**src/sv/pvz_pkg.sv**
```systemverilog
// ----------------------------------------------------------------------------
// pvz_pkg: shared types and constants of the prefix varint zigzag codec
// Holds the request and response item types, the command and result codes,
// the length prefixes and the zigzag mapping functions.
// ----------------------------------------------------------------------------
package pvz_pkg;

    // Command codes of a request item.
    localparam logic CMD_ENCODE = 1'b0;
    localparam logic CMD_DECODE = 1'b1;

    // Result codes of a response item.
    localparam logic KIND_BYTE  = 1'b0;
    localparam logic KIND_VALUE = 1'b1;

    // Length prefixes held in the top two bits of a first byte.
    localparam logic [1:0] PFX_ONE   = 2'b00;
    localparam logic [1:0] PFX_TWO   = 2'b01;
    localparam logic [1:0] PFX_THREE = 2'b10;
    localparam logic [1:0] PFX_FIVE  = 2'b11;

    // Full first-byte forms of the prefixes.
    localparam logic [7:0] PFX_TWO_BYTE   = 8'h40;
    localparam logic [7:0] PFX_THREE_BYTE = 8'h80;
    localparam logic [7:0] PFX_FIVE_BYTE  = 8'hc0;

    // Largest value that fits each short length.
    localparam logic [31:0] MAX_ONE   = 32'h0000_003f;
    localparam logic [31:0] MAX_TWO   = 32'h0000_3fff;
    localparam logic [31:0] MAX_THREE = 32'h003f_ffff;

    // Request item.
    typedef struct packed {
        logic        cmd;
        logic [31:0] value_in;
        logic        zigzag;
        logic [7:0]  byte_in;
    } req_item_t;

    // Response item.
    typedef struct packed {
        logic        kind;
        logic [7:0]  byte_out;
        logic        byte_last;
        logic [31:0] value_out;
    } rsp_item_t;

    // Control from the top level into the decoder.
    typedef struct packed {
        logic       fire;
        logic       first_zig;
        logic [7:0] data;
    } dec_ctl_t;

    // Status from the decoder back to the top level.
    typedef struct packed {
        logic        produce;
        logic [31:0] value;
    } dec_sts_t;

    // Zigzag map: sign moves to the low bit.
    function automatic logic [31:0] zz_map(input logic [31:0] v);
        zz_map = {v[30:0], 1'b0} ^ {32{v[31]}};
    endfunction

    // Zigzag unmap: inverse of zz_map.
    function automatic logic [31:0] zz_unmap(input logic [31:0] v);
        zz_unmap = {1'b0, v[31:1]} ^ {32{v[0]}};
    endfunction

endpackage

```
**src/sv/prefix_varint_zigzag_codec.sv**
```systemverilog
// ----------------------------------------------------------------------------
// prefix_varint_zigzag_codec: prefix-length varint codec with zigzag option
// Encode requests produce one to five bytes; decode requests take one byte
// each and produce a value once its encoding is complete.
// ----------------------------------------------------------------------------
//  Channel  Signals                        Moves
//  req      req_valid/req_ready/req_data   one request word (encode or byte)
//  rsp      rsp_valid/rsp_ready/rsp_data   one response word (byte or value)
//
// A request word lands in a holding register and its results go to the
// response register in the following cycles, one word per cycle unless the
// response stalls. Decode words pass at one per cycle, but one finishing a
// value waits for a free response; an encode word stays for its 1, 2, 3 or
// 5 bytes, set by the byte counter. Reset clears both valid flags, the byte
// counter and the decoder state. A word held by a stalled response drops req_ready.
// ----------------------------------------------------------------------------
module prefix_varint_zigzag_codec (
    input  logic               clk,
    input  logic               rst_n,
    input  logic               req_valid,
    output logic               req_ready,
    input  pvz_pkg::req_item_t req_data,
    output logic               rsp_valid,
    input  logic               rsp_ready,
    output pvz_pkg::rsp_item_t rsp_data
);
    import pvz_pkg::*;

    logic      hold_valid_reg, hold_valid_next;
    req_item_t hold_reg;
    logic [2:0] idx_reg, idx_next;
    logic      rsp_valid_reg, rsp_valid_next;
    rsp_item_t rsp_reg, rsp_next;

    logic      out_free;
    logic      is_enc;
    logic      is_dec;
    logic [7:0] enc_byte;
    logic      enc_last;
    dec_ctl_t  dec_ctl;
    dec_sts_t  dec_sts;
    logic      load_out;
    logic      step_done;

    // Byte selector for the held encode word.
    pvz_enc u_enc (
        .value  (hold_reg.value_in),
        .zigzag (hold_reg.zigzag),
        .idx    (idx_reg),
        .data   (enc_byte),
        .last   (enc_last)
    );

    // Decoder; its state moves only on decode words.
    pvz_dec u_dec (
        .clk   (clk),
        .rst_n (rst_n),
        .ctl   (dec_ctl),
        .sts   (dec_sts)
    );

    // Step control for the held word.
    always_comb
    begin
        out_free  = !rsp_valid_reg || rsp_ready;
        is_enc    = hold_valid_reg && (hold_reg.cmd == CMD_ENCODE);
        is_dec    = hold_valid_reg && (hold_reg.cmd == CMD_DECODE);

        dec_ctl.first_zig = hold_reg.zigzag;
        dec_ctl.data      = hold_reg.byte_in;
        dec_ctl.fire      = is_dec && (!dec_sts.produce || out_free);

        load_out  = out_free && (is_enc || (is_dec && dec_sts.produce));
        step_done = (is_enc && out_free && enc_last) || dec_ctl.fire;
        req_ready = !hold_valid_reg || step_done;
    end

    // Next holding register flag and byte counter.
    always_comb
    begin
        hold_valid_next = hold_valid_reg;
        if (req_valid && req_ready)
            hold_valid_next = 1'b1;
        else if (step_done)
            hold_valid_next = 1'b0;

        idx_next = idx_reg;
        if (is_enc && out_free)
            idx_next = enc_last ? 3'd0 : idx_reg + 3'd1;
    end

    // Next response word.
    always_comb
    begin
        rsp_next = rsp_reg;
        if (load_out)
        begin
            if (is_enc)
            begin
                rsp_next.kind      = KIND_BYTE;
                rsp_next.byte_out  = enc_byte;
                rsp_next.byte_last = enc_last;
                rsp_next.value_out = 32'd0;
            end
            else
            begin
                rsp_next.kind      = KIND_VALUE;
                rsp_next.byte_out  = 8'd0;
                rsp_next.byte_last = 1'b0;
                rsp_next.value_out = dec_sts.value;
            end
        end
        rsp_valid_next = load_out || (rsp_valid_reg && !rsp_ready);
    end

    // Control registers.
    always_ff @(posedge clk or negedge rst_n)
    begin
        if (!rst_n)
        begin
            hold_valid_reg <= 1'b0;
            idx_reg        <= 3'd0;
            rsp_valid_reg  <= 1'b0;
        end
        else
        begin
            hold_valid_reg <= hold_valid_next;
            idx_reg        <= idx_next;
            rsp_valid_reg  <= rsp_valid_next;
        end
    end

    // Payload registers.
    always_ff @(posedge clk)
    begin
        if (req_valid && req_ready)
            hold_reg <= req_data;
        rsp_reg <= rsp_next;
    end

    assign rsp_valid = rsp_valid_reg;
    assign rsp_data  = rsp_reg;

    // The byte counter never passes the fifth byte.
    a_idx_range: assert property (@(posedge clk) disable iff (!rst_n)
        idx_reg <= 3'd4)
        else $error("encode byte counter out of range");

    // A byte counter in mid-word implies an encode word is held.
    a_idx_owner: assert property (@(posedge clk) disable iff (!rst_n)
        (idx_reg != 3'd0) |-> (hold_valid_reg && (hold_reg.cmd == CMD_ENCODE)))
        else $error("byte counter running without an encode word");

    // A held word that cannot finish stays in place.
    a_hold_keep: assert property (@(posedge clk) disable iff (!rst_n)
        (hold_valid_reg && !req_ready) |=> (hold_valid_reg && $stable(hold_reg)))
        else $error("held word lost while stalled");

endmodule

```
**src/sv/pvz_enc.sv**
```systemverilog
// ----------------------------------------------------------------------------
// pvz_enc: encoded byte selector
// Maps a value (optionally zigzag first) to its 1, 2, 3 or 5 byte encoding
// and returns the byte at the given position with its last-byte mark.
// ----------------------------------------------------------------------------
module pvz_enc (
    input  logic [31:0] value,
    input  logic        zigzag,
    input  logic [2:0]  idx,
    output logic [7:0]  data,
    output logic        last
);
    import pvz_pkg::*;

    logic [31:0] v;
    logic [7:0]  bytes [5];
    logic [2:0]  last_idx;

    // Apply the zigzag mapping when asked for.
    assign v = zigzag ? zz_map(value) : value;

    // Build the byte sequence for the length the value needs.
    always_comb
    begin
        bytes[0] = PFX_FIVE_BYTE;
        bytes[1] = v[31:24];
        bytes[2] = v[23:16];
        bytes[3] = v[15:8];
        bytes[4] = v[7:0];
        last_idx = 3'd4;
        priority if (v <= MAX_ONE)
        begin
            bytes[0] = v[7:0];
            last_idx = 3'd0;
        end
        else if (v <= MAX_TWO)
        begin
            bytes[0] = PFX_TWO_BYTE | {2'b00, v[13:8]};
            bytes[1] = v[7:0];
            last_idx = 3'd1;
        end
        else if (v <= MAX_THREE)
        begin
            bytes[0] = PFX_THREE_BYTE | {2'b00, v[21:16]};
            bytes[1] = v[15:8];
            bytes[2] = v[7:0];
            last_idx = 3'd2;
        end
        else
        begin
            last_idx = 3'd4;
        end
    end

    // Pick the requested byte; positions past the end never get asked for.
    always_comb
    begin
        data = bytes[4];
        unique case (idx)
            3'd0:    data = bytes[0];
            3'd1:    data = bytes[1];
            3'd2:    data = bytes[2];
            3'd3:    data = bytes[3];
            default: data = bytes[4];
        endcase
    end

    assign last = (idx == last_idx);

endmodule

```
**src/sv/pvz_dec.sv**
```systemverilog
// ----------------------------------------------------------------------------
// pvz_dec: byte-at-a-time decoder
// Holds the count of owed bytes, the gathered value bits and the zigzag
// flag, and reports a finished value on the byte that completes it.
// ----------------------------------------------------------------------------
module pvz_dec (
    input  logic             clk,
    input  logic             rst_n,
    input  pvz_pkg::dec_ctl_t ctl,
    output pvz_pkg::dec_sts_t sts
);
    import pvz_pkg::*;

    logic [2:0]  bytes_left_reg, bytes_left_next;
    logic [31:0] acc_reg, acc_next;
    logic        signed_reg, signed_next;

    // Next decoder state for the byte on offer.
    always_comb
    begin
        bytes_left_next = bytes_left_reg;
        acc_next        = acc_reg;
        signed_next     = signed_reg;
        sts.produce     = 1'b0;
        if (bytes_left_reg == 3'd0)
        begin
            signed_next = ctl.first_zig;
            unique case (ctl.data[7:6])
                PFX_ONE:
                begin
                    acc_next    = {24'd0, ctl.data};
                    sts.produce = 1'b1;
                end
                PFX_TWO:
                begin
                    acc_next        = {26'd0, ctl.data[5:0]};
                    bytes_left_next = 3'd1;
                end
                PFX_THREE:
                begin
                    acc_next        = {26'd0, ctl.data[5:0]};
                    bytes_left_next = 3'd2;
                end
                default:
                begin
                    acc_next        = 32'd0;
                    bytes_left_next = 3'd4;
                end
            endcase
        end
        else
        begin
            acc_next        = {acc_reg[23:0], ctl.data};
            bytes_left_next = bytes_left_reg - 3'd1;
            sts.produce     = (bytes_left_reg == 3'd1);
        end
    end

    // Finished value, with the zigzag mapping undone if it was latched.
    assign sts.value = signed_next ? zz_unmap(acc_next) : acc_next;

    // State registers advance only when the top level takes the byte.
    always_ff @(posedge clk or negedge rst_n)
    begin
        if (!rst_n)
        begin
            bytes_left_reg <= 3'd0;
            acc_reg        <= 32'd0;
            signed_reg     <= 1'b0;
        end
        else if (ctl.fire)
        begin
            bytes_left_reg <= bytes_left_next;
            acc_reg        <= acc_next;
            signed_reg     <= signed_next;
        end
    end

    // The owed-byte count is only ever 0, 1, 2, 4 or counting down from 4.
    a_left_range: assert property (@(posedge clk) disable iff (!rst_n)
        bytes_left_reg <= 3'd4)
        else $error("decoder byte count out of range");

    // A value completes exactly when the last owed byte is taken.
    a_finish: assert property (@(posedge clk) disable iff (!rst_n)
        (ctl.fire && sts.produce) |=> (bytes_left_reg == 3'd0))
        else $error("decoder finished with bytes still owed");

endmodule

```
**config.mk**
```make
export PLATFORM = sky130hd
export DESIGN_NAME = prefix_varint_zigzag_codec
export DESIGN_NICKNAME = d
export VERILOG_FILES = /design/src/sv/pvz_pkg.sv /design/src/sv/prefix_varint_zigzag_codec.sv /design/src/sv/pvz_enc.sv /design/src/sv/pvz_dec.sv
export SDC_FILE = /design/constraint.sdc
export NUM_CORES = 1
export LEC_CHECK = 0
export BUFFER_PORTS_ARGS = -buffer_cell sky130_fd_sc_hd__buf_2
export CAP_MARGIN = 30
export CORE_AREA = 2 2 126 128
export DETAILED_ROUTE_END_ITERATION = 8
export DIE_AREA = 0 0 128 130
export GPL_ROUTABILITY_DRIVEN = 0
export PLACE_DENSITY = 0.69
export REMOVE_ABC_BUFFERS = 1
export SYNTH_ARGS = -nofsm -noshare
export SYNTH_HDL_FRONTEND = slang
export SYNTH_SLANG_ARGS = --single-unit
```
**constraint.sdc**
```tcl
create_clock -name clk -period 3.33 [get_ports clk]
set_input_delay 0.333 -clock clk [delete_from_list [all_inputs] [get_ports clk]]
set_output_delay 0.333 -clock clk [all_outputs]
set_load 0.01 [all_outputs]
```
==> results.toml, run 1 <==
[layout]
largest_reg_flops = 42
fin_cells = 991
fillers = 1437
drive_gt1_share_pct = 20.5
final_nets = 844
diodes = 0
area_delta_synth_final_pct = 20.6
utilization_pct = 51.7

[logic_synthesis]
synth_seq_cells = 117
yosysUniqueCellTypes = 62
synth_compound_area_share_pct = 20.1
synth_xor_area_share_pct = 5.29
synth_top_family_by_area = "compound AO/OA/AOI/OAI gates"
synth_top_cell_area_share_pct = 38.1
synth_top_cell_by_area = "edfxtp_1"
muxShareOfSynthArea_pct = 2.06
ys_async_sr_fraction_pct = 28.2
synth_ff_type = "edfxtp_1"
yosysMostFrequentCell = "nand2_1"
syn-instance-count = 694
synth.area.top_cells = "edfxtp_1 38%, dfrtp_1 12%, o21ai_0 6.6%, nand2_1 5.7%, xnor2_1 4.8%"
syn_area_sq_um = 6620
ys.warnings.count = 0
yosysSeqAreaShare_pct = 50.6
syn_area_per_cell_sq_um = 9.54
synth-adder-area-share_pct = 2.27
synth_common_cells = "101 x nand2_1, 87 x o21ai_0, 84 x edfxtp_1"
synthSimpleGateAreaFrac_pct = 16.2
synth-edff-count = 84

[place]
hpwl_mm = 11.1
port_buffers = 89
preCtsSetupSlack_ns = 0.455
placed_cells = 956

[clock_tree]
cts.sinks = 117
h-tree-depth = 4
postCtsHoldBufs = 0
cts.clk_slew.worst_paths_ns = 0.06
insertion_delay_ns = 0.42
cts_made_buffers = 17
cts.path.max_buffers = 2
cts-root-buf = "clkbuf_16"
cts_tree = "done"

[worst_setup_path]
crit_chain = "buf_4, or3_4, a31oi_4, a21boi_4, nand2_4, a2bb2oi_4, nor3_1, or3_1, buf_2"
critPathMaxStageDelay_ns = 0.43
worstPathMaxFanout = 10
crit_path_start = "hold_reg[40]"
cpMaxStageDelayCell = "edfxtp_1"
path_class = "reg2out"
crit_required_ns = 3.00
r2r_start = "hold_reg[40]"
crit_family = "simple AND/OR/NAND/NOR gates"
end_kind = "primary output"
crit_arrival_ns = 2.89
cp-start-kind = "register"
cp.buffers_inverters = 2

[pwr]
p_leak_uw = 0.00318
power.density_nw_per_um2 = 809
total_power_uw = 6460
ir_worst_vdd_uv = 558

[timing]
timing.final.crit_share_pct = 96.9
slew_headroom_pct = 48.3
finalHoldViolations = 22
tightest_slew_ns = 0.767
skew_ns = 0.0128
timing.hold.ws_ns = -0.0127
setup_slack_ns = 0.102
fmax_ghz = 0.310
maxSlewViolCount = 0
setup_viol = 0
period_needed_ns = 3.23

[detailed_routing]
ant_nets = 0
drt_iter0_drc = 525
wl_mm = 16.0
drt_first_pass_iters = 5
wl_per_cell_um = 16.1
viasPerCell = 5.59
via_count = 5537
drc_errors = 0

[floorplan]
fp.dieArea_sq_um = 16600
num_rows = 46
die_x_um = 128
coreArea_sq_um = 15400
io_pins = 90
initial_core_util_pct = 42.9
die_h_um = 130

[global_route]
antenna_found_initial = 0
grt_max_degree = 56
grt_pass1_vias = 5009
grt_usage_pct = 19.8
grt_pass1_wl_mm = 25.7
grt_overflow = 0

[status]
status = "finished, violations left"
violations = "hold timing"

[worst_hold_path]
hold_path.class = "in2async"

[run]
drv_cap = 0
[path summary, 6_finish.rpt]
kind,cells past startpoint,slack [ns],end
min,1,-0.01,u_dec.acc_reg[19]
min reg2reg,2,0.50,u_dec.acc_reg[19]
max reg2reg,9,0.45,hold_reg[33]
max,9,0.10,req_ready
max in group asynchronous,1,2.84,u_dec.acc_reg[6]
min in group clk,1,0.08,hold_reg[25]
[cell type report]
| type | count | area [sq um] | area share, % |
|---|---|---|---|
| repair buffers | 116 | 686 | 8.59 |
| well taps | 192 | 240 | 3.01 |
| multi-input cells | 520 | 3080 | 38.6 |
| clock buffers | 20 | 447 | 5.60 |
| flip-flops and latches | 117 | 3350 | 42.0 |
| inverters | 14 | 52.6 | 0.658 |
| clock inverters | 12 | 128 | 1.60 |
[through the flow]
step	TNS, ns	area (sq um)
floorplan	-219.24	6440
global placement	0	7360
detailed placement	0	7360
CTS	0	7940
global route	-0.00472	7980
finish	0	7980
[cell usage in the layout (no fill, tap or decap), types with 4 or more instances in the layout]
cell type,netlist,final
a211oi_1,5,5
a21oi_1,42,42
a221oi_1,4,4
a22oi_1,19,19
a31oi_1,6,6
and4_1,4,4
buf_2,9,89
buf_4,1,24
clkbuf_16,0,17
clkinv_2,0,4
dfrtp_1,33,33
edfxtp_1,84,84
ha_1,12,12
inv_1,14,14
mux2i_1,11,11
nand2_1,101,101
nand3_1,30,30
nand4_1,6,6
nor2_1,68,67
nor2b_1,8,7
nor3_1,9,9
nor4_1,5,5
o211ai_1,7,7
o21a_1,4,4
o21ai_0,87,87
o221ai_1,5,5
xnor2_1,36,36
xor2_1,4,4
[power by group]
| group | internal, uW | switching, uW |
|---|---|---|
| clock | 1120 | 660 |
| sequential | 2060 | 285 |
| combinational | 906 | 1430 |
| total | 4090 | 2370 |
[metal layers]
metal / up-vias / wire [um] / share of wire [%] / track usage, %
met5: - / 0 / 0 / 0.294
met4: 0 / 284 / 1.8 / 8.53
met3: 26 / 1100 / 6.9 / 4.88
met2: 211 / 7000 / 44 / 27.8
met1: 2587 / 7570 / 47 / 29.0
li1: 2713 / - / - / -
[cells by family (layout without fill, tap and decap cells)]
family | count (synthesis) | after routing
flops | 117 | 117
simple gates | 244 | 244
xor+xnor | 40 | 40
mux | 13 | 13
compound gates | 211 | 211
fa+ha+maj | 12 | 12
buf+inv | 57 | 162
[timing repair]
item | in CTS | in global routing
gates resized for setup | 0 | 4
setup buffers | 0 | 3
hold endpoints to repair | 0 | 0
setup endpoints to repair | 0 | 1
Note: power is estimated with default switching activity, not from simulation.
==> run 2, diff against run 1 <==
Settings changed: CELL_PAD_IN_SITES_DETAIL_PLACEMENT from default to 0, CELL_PAD_IN_SITES_GLOBAL_PLACEMENT from default to 2, CORE_AREA 2 2 126 128 to 2 2 145 147, DIE_AREA 0 0 128 130 to 0 0 147 149, PLACE_DENSITY 0.69 to 0.8, TNS_END_PERCENT from default to 50.
==> results.toml, run 2 (synthesized netlist as in run 1, its figures left out) <==
[worst_setup_path]
critPathMaxStageDelay_ns = 0.53
r2r_start = "hold_reg[40]"
worstPathMaxFanout = 10
endpoint = "req_ready"
ff2ff_path_depth = 9
end_kind = "primary output"
cp.buffers_inverters = 1
crit_chain = "or3_4, a31oi_4, a21boi_4, nand2_4, a2bb2oi_2, nor3_1, or3_1, buf_2"
cp-start-kind = "register"
cpMaxStageDelayCell = "edfxtp_1"
timing.rr.end = "hold_reg[37]"
crit_path_start = "hold_reg[40]"
crit_family = "simple AND/OR/NAND/NOR gates"
regToRegSetupSlack_ns = 0.42
crit_arrival_ns = 2.88
crit_required_ns = 3.00
cp.depth = 8
path_class = "reg2out"

[layout]
fin_cells = 1083
diodes = 0
final_nets = 853
final_cell_mix = "101 x nand2_1, 89 x buf_2, 87 x o21ai_0"
drive_gt1_share_pct = 21.7
area_delta_synth_final_pct = 22.9
utilization_pct = 39.6
layout_commonest_cell = "nand2_1"
largest_reg_flops = 42

[timing]
setup_viol = 0
fmax_ghz = 0.311
setup_slack_ns = 0.117
tightest_slew_ns = 0.947
slew_headroom_pct = 36.4
timing.hold.ws_ns = -0.0194
timing.final.crit_share_pct = 96.5
finalHoldViolations = 12
maxSlewViolCount = 0
skew_ns = 0.00662
period_needed_ns = 3.21

[global_route]
grt_overflow = 0
grt_usage_pct = 17.0
grt_max_degree = 56
grt_pass1_wl_mm = 29.0
grt_pass1_vias = 5516
antenna_found_initial = 0

[clock_tree]
cts_made_buffers = 17
postCtsHoldBufs = 0
h-tree-depth = 4
cts.sinks = 117
cts.clk_slew.worst_paths_ns = 0.06
cts-root-buf = "clkbuf_16"
cts_tree = "done"
insertion_delay_ns = 0.43
cts.path.max_buffers = 2

[pwr]
combPwrFrac_pct = 36.7
ir_worst_vdd_uv = 384
power.density_nw_per_um2 = 797
p_int_uw = 4000
power.share.clock_pct = 26.7
p_switching_uw = 2480
seqPwrFrac_pct = 36.6
p_leak_uw = 0.00320
swShare_pct = 38.2
total_power_uw = 6480

[detailed_routing]
wl_per_cell_um = 16.9
drt_iter0_drc = 497
via_count = 5666
wl_mm = 18.3
viasPerCell = 5.23
drt_first_pass_iters = 5
ant_nets = 0
drc_errors = 0

[place]
preCtsSetupSlack_ns = 0.430
placed_cells = 1041
hpwl_mm = 13.0
port_buffers = 89

[worst_hold_path]
hold_path.class = "in2async"

[floorplan]
io_pins = 90
coreArea_sq_um = 20600
die_x_um = 147
initial_core_util_pct = 32.2
fp.dieArea_sq_um = 21900
die_h_um = 149
num_rows = 53

[status]
violations = "hold timing"
status = "finished, violations left"

[run]
drv_cap = 0
-- run 2: changes by cell type in the layout (fill, tap and decap cells not counted), moves of 3 or more --
cell,before,now
clkinv_2,4,1
buf_6,0,3
buf_4,24,31
clkinvlp_4,0,5
-- run 2: per-stage QoR --
step	setup TNS (ns)	area, sq um
2_1_floorplan	-219.24	6440
3_3_place_gp	0	7470
3_5_place_dp	0	7470
4_1_cts	0	8070
5_1_grt	-0.00896	8130
6_report	0	8130
-- run 2: worst min-delay path by stage --
stage / cells past startpoint / slack [ns] / end
after floorplan: 0 / 0.04 / hold_valid_reg
after global placement: 1 / 0.47 / u_dec.acc_reg[19]
after detailed placement: 1 / 0.46 / u_dec.acc_reg[19]
after CTS: 1 / 0.01 / u_dec.acc_reg[19]
after global routing: 1 / 0.05 / u_dec.acc_reg[19]
final: 1 / -0.02 / u_dec.acc_reg[19]
-- run 2: layer usage --
metal	vias up	part of all wire, %	track usage (%)
met5	-	0	0
met4	0	1.3	5.63
met3	18	6.6	3.70
met2	185	45	25.7
met1	2731	47	24.3
li1	2732	-	-
-- run 2: worst register-to-register path: cells and delay by family, from the launching register on --
family,cells,cell delay (ns)
compound gates,5,0.98
simple gates,2,0.72
buf+inv,2,0.35
flops,1,0.53
-- run 2: final cells by class --
| type | instances | area [sq um] |
|---|---|---|
| clock inverters | 14 | 131 |
| repair buffers | 125 | 752 |
| clock buffers | 18 | 429 |
| flip-flops and latches | 117 | 3350 |
| multi-input cells | 520 | 3080 |
| fillers | 2084 | 12400 |
| well taps | 275 | 344 |
| inverters | 14 | 52.6 |
-- run 2: power by group through the flow --
stage          registers, uW  logic (uW)  clock network [uW]
3_5_place_dp            2400        2350                   0
3_3_place_gp            2380        2310                   0
2_1_floorplan           2440        1440                   0
4_1_cts                 2370        2370                1770
5_1_grt                 2430        2670                1830
6_report                2370        2380                1730
-- run 2: timing repair --
item / in CTS / in global routing
pin swaps: 0 / 4
setup buffers: 5 / 5
resized for setup: 0 / 7
endpoints found under the setup margin: 1 / 1
==> run 3, diff against run 2 <==
Settings changed: CORE_AREA 2 2 145 147 to 2 2 162 132, DIE_AREA 0 0 147 149 to 0 0 164 134, HOLD_SLACK_MARGIN from default to 0.05.
==> results.toml, run 3 (synthesized netlist as in run 1, its figures left out) <==
[worst_setup_path]
crit_arrival_ns = 2.86
cpMaxStageDelayCell = "edfxtp_1"
cp-start-kind = "register"
timing.rr.end = "dec_ctl[4]"
cp.buffers_inverters = 2
crit_family = "simple AND/OR/NAND/NOR gates"
worstPathMaxFanout = 21
crit_path_start = "hold_reg[40]"
path_class = "reg2out"
regToRegSetupSlack_ns = 0.30
crit_chain = "buf_12, or3_4, a31oi_4, o21ai_2, o211ai_4, a2bb2oi_4, nor3_2, or3_1, buf_2"
crit_required_ns = 3.00
ff2ff_path_depth = 11
r2r_start = "hold_reg[40]"
critPathMaxStageDelay_ns = 0.43
end_kind = "primary output"

[pwr]
power.density_nw_per_um2 = 811
ir_worst_vdd_uv = 348
p_leak_uw = 0.00320

[layout]
layout_commonest_cell = "nand2_1"
largest_reg_flops = 42
area_delta_synth_final_pct = 23.1
diodes = 0
drive_gt1_share_pct = 21.0
final_cell_mix = "101 x nand2_1, 90 x buf_2, 87 x o21ai_0"
final_nets = 844
utilization_pct = 39.9

[floorplan]
coreArea_sq_um = 20400
die_x_um = 164
num_rows = 47
initial_core_util_pct = 32.4
io_pins = 90
fp.dieArea_sq_um = 22000
die_h_um = 134

[detailed_routing]
viasPerCell = 5.21
via_count = 5565
drt_first_pass_iters = 5
drc_errors = 0
drt_iter0_drc = 420
wl_mm = 18.0
ant_nets = 0
wl_per_cell_um = 16.9

[timing]
timing.hold.ws_ns = 0.0898
maxSlewViolCount = 0
period_needed_ns = 3.19
tns_ns = 0
slew_headroom_pct = 41.4
setup_viol = 0
rsz0062_at_grt = "false"
fmax_ghz = 0.313
tightest_slew_ns = 0.869
skew_ns = 0.00855
finalHoldViolations = 0
timing.final.crit_share_pct = 95.8

[worst_hold_path]
holdPathEnd = "hold_reg[17]"
hold_path.class = "in2reg"
hp-start = "req_data[17]"
whs_path_depth = 1

[clock_tree]
cts.sinks = 117
h-tree-depth = 4
cts.path.max_buffers = 2
cts.clk_slew.worst_paths_ns = 0.06
cts-root-buf = "clkbuf_16"
cts_tree = "done"
cts_made_buffers = 17
insertion_delay_ns = 0.41

[status]
status = "finished, final reports clean"

[global_route]
grt_usage_pct = 16.9
grt_max_degree = 56
grt_overflow = 0
grt_pass1_vias = 5258
grt_pass1_wl_mm = 28.6
antenna_found_initial = 0

[place]
port_buffers = 89
hpwl_mm = 12.8

[run]
drv_cap = 0
==> run 3: cell type report <==
type,instances,area (sq um)
Sequential cell,117,3350
Clock inverter,13,145
Multi-Input combinational cell,520,3090
Timing Repair Buffer,116,716
Fill cell,2022,12300
Clock buffer,19,464
Inverter,14,52.6
Tap cell,269,337
==> run 3: worst reg2reg max path, stage by stage, from the launching register on <==
cell and delay, ns:
edfxtp_1 0.43, buf_12 0.18, or3_4 0.40, a31oi_4 0.23, a21boi_4 0.26, buf_4 0.15
and2_4 0.15, nand4_1 0.16, nor2_2 0.19, buf_4 0.13, o31a_2 0.16, buf_12 0.24
==> run 3: metrics by stage <==
stage	setup WS [ns]	instance area, sq um	instances	power (uW)
after floorplan	-3.42	6440	651	3880
after global placement	0.404	7440	1029	4670
after detailed placement	0.355	7440	1029	4720
after CTS	0.0256	8080	1065	6640
after global routing	0.00575	8150	1068	7080
final	0.139	8150	1068	6610
==> run 3: worst max path at each step <==
| stage | to | slack, ns | cells after the start |
|---|---|---|---|
| 6_report | req_ready | 0.14 | 9 |
| 3_5_place_dp | dec_ctl[3] | 0.35 | 9 |
| 4_1_cts | req_ready | 0.03 | 9 |
| 3_3_place_gp | req_ready | 0.40 | 9 |
| 5_1_grt | req_ready | 0.006 | 10 |
| 2_1_floorplan | dec_ctl[0] | -3.42 | 6 |
==> run 3: repair_timing <==
item                                    CTS  global route
hold buffers                              1             0
hold endpoints to repair                 33             0
gates cloned                              0             1
setup buffers                             3             2
pin swaps                                 0             1
resized for setup                         0             6
endpoints found under the setup margin    1             1
==> run 3: routing by layer <==
| metal | global-route usage [%] | share of wire [%] | vias up |
|---|---|---|---|
| li1 | - | - | 2728 |
| met1 | 25.3 | 50 | 2629 |
| met2 | 24.2 | 43 | 184 |
| met3 | 3.68 | 5.4 | 24 |
| met4 | 5.17 | 1.5 | 0 |
| met5 | 0 | 0 | - |
==> run 3: where the power goes <==
part | internal [uW] | total (uW) | switching, uW
Combinational | 903 | 2350 | 1450
Clock | 1170 | 1880 | 707
Sequential | 2060 | 2370 | 311
Total | 4140 | 6610 | 2470
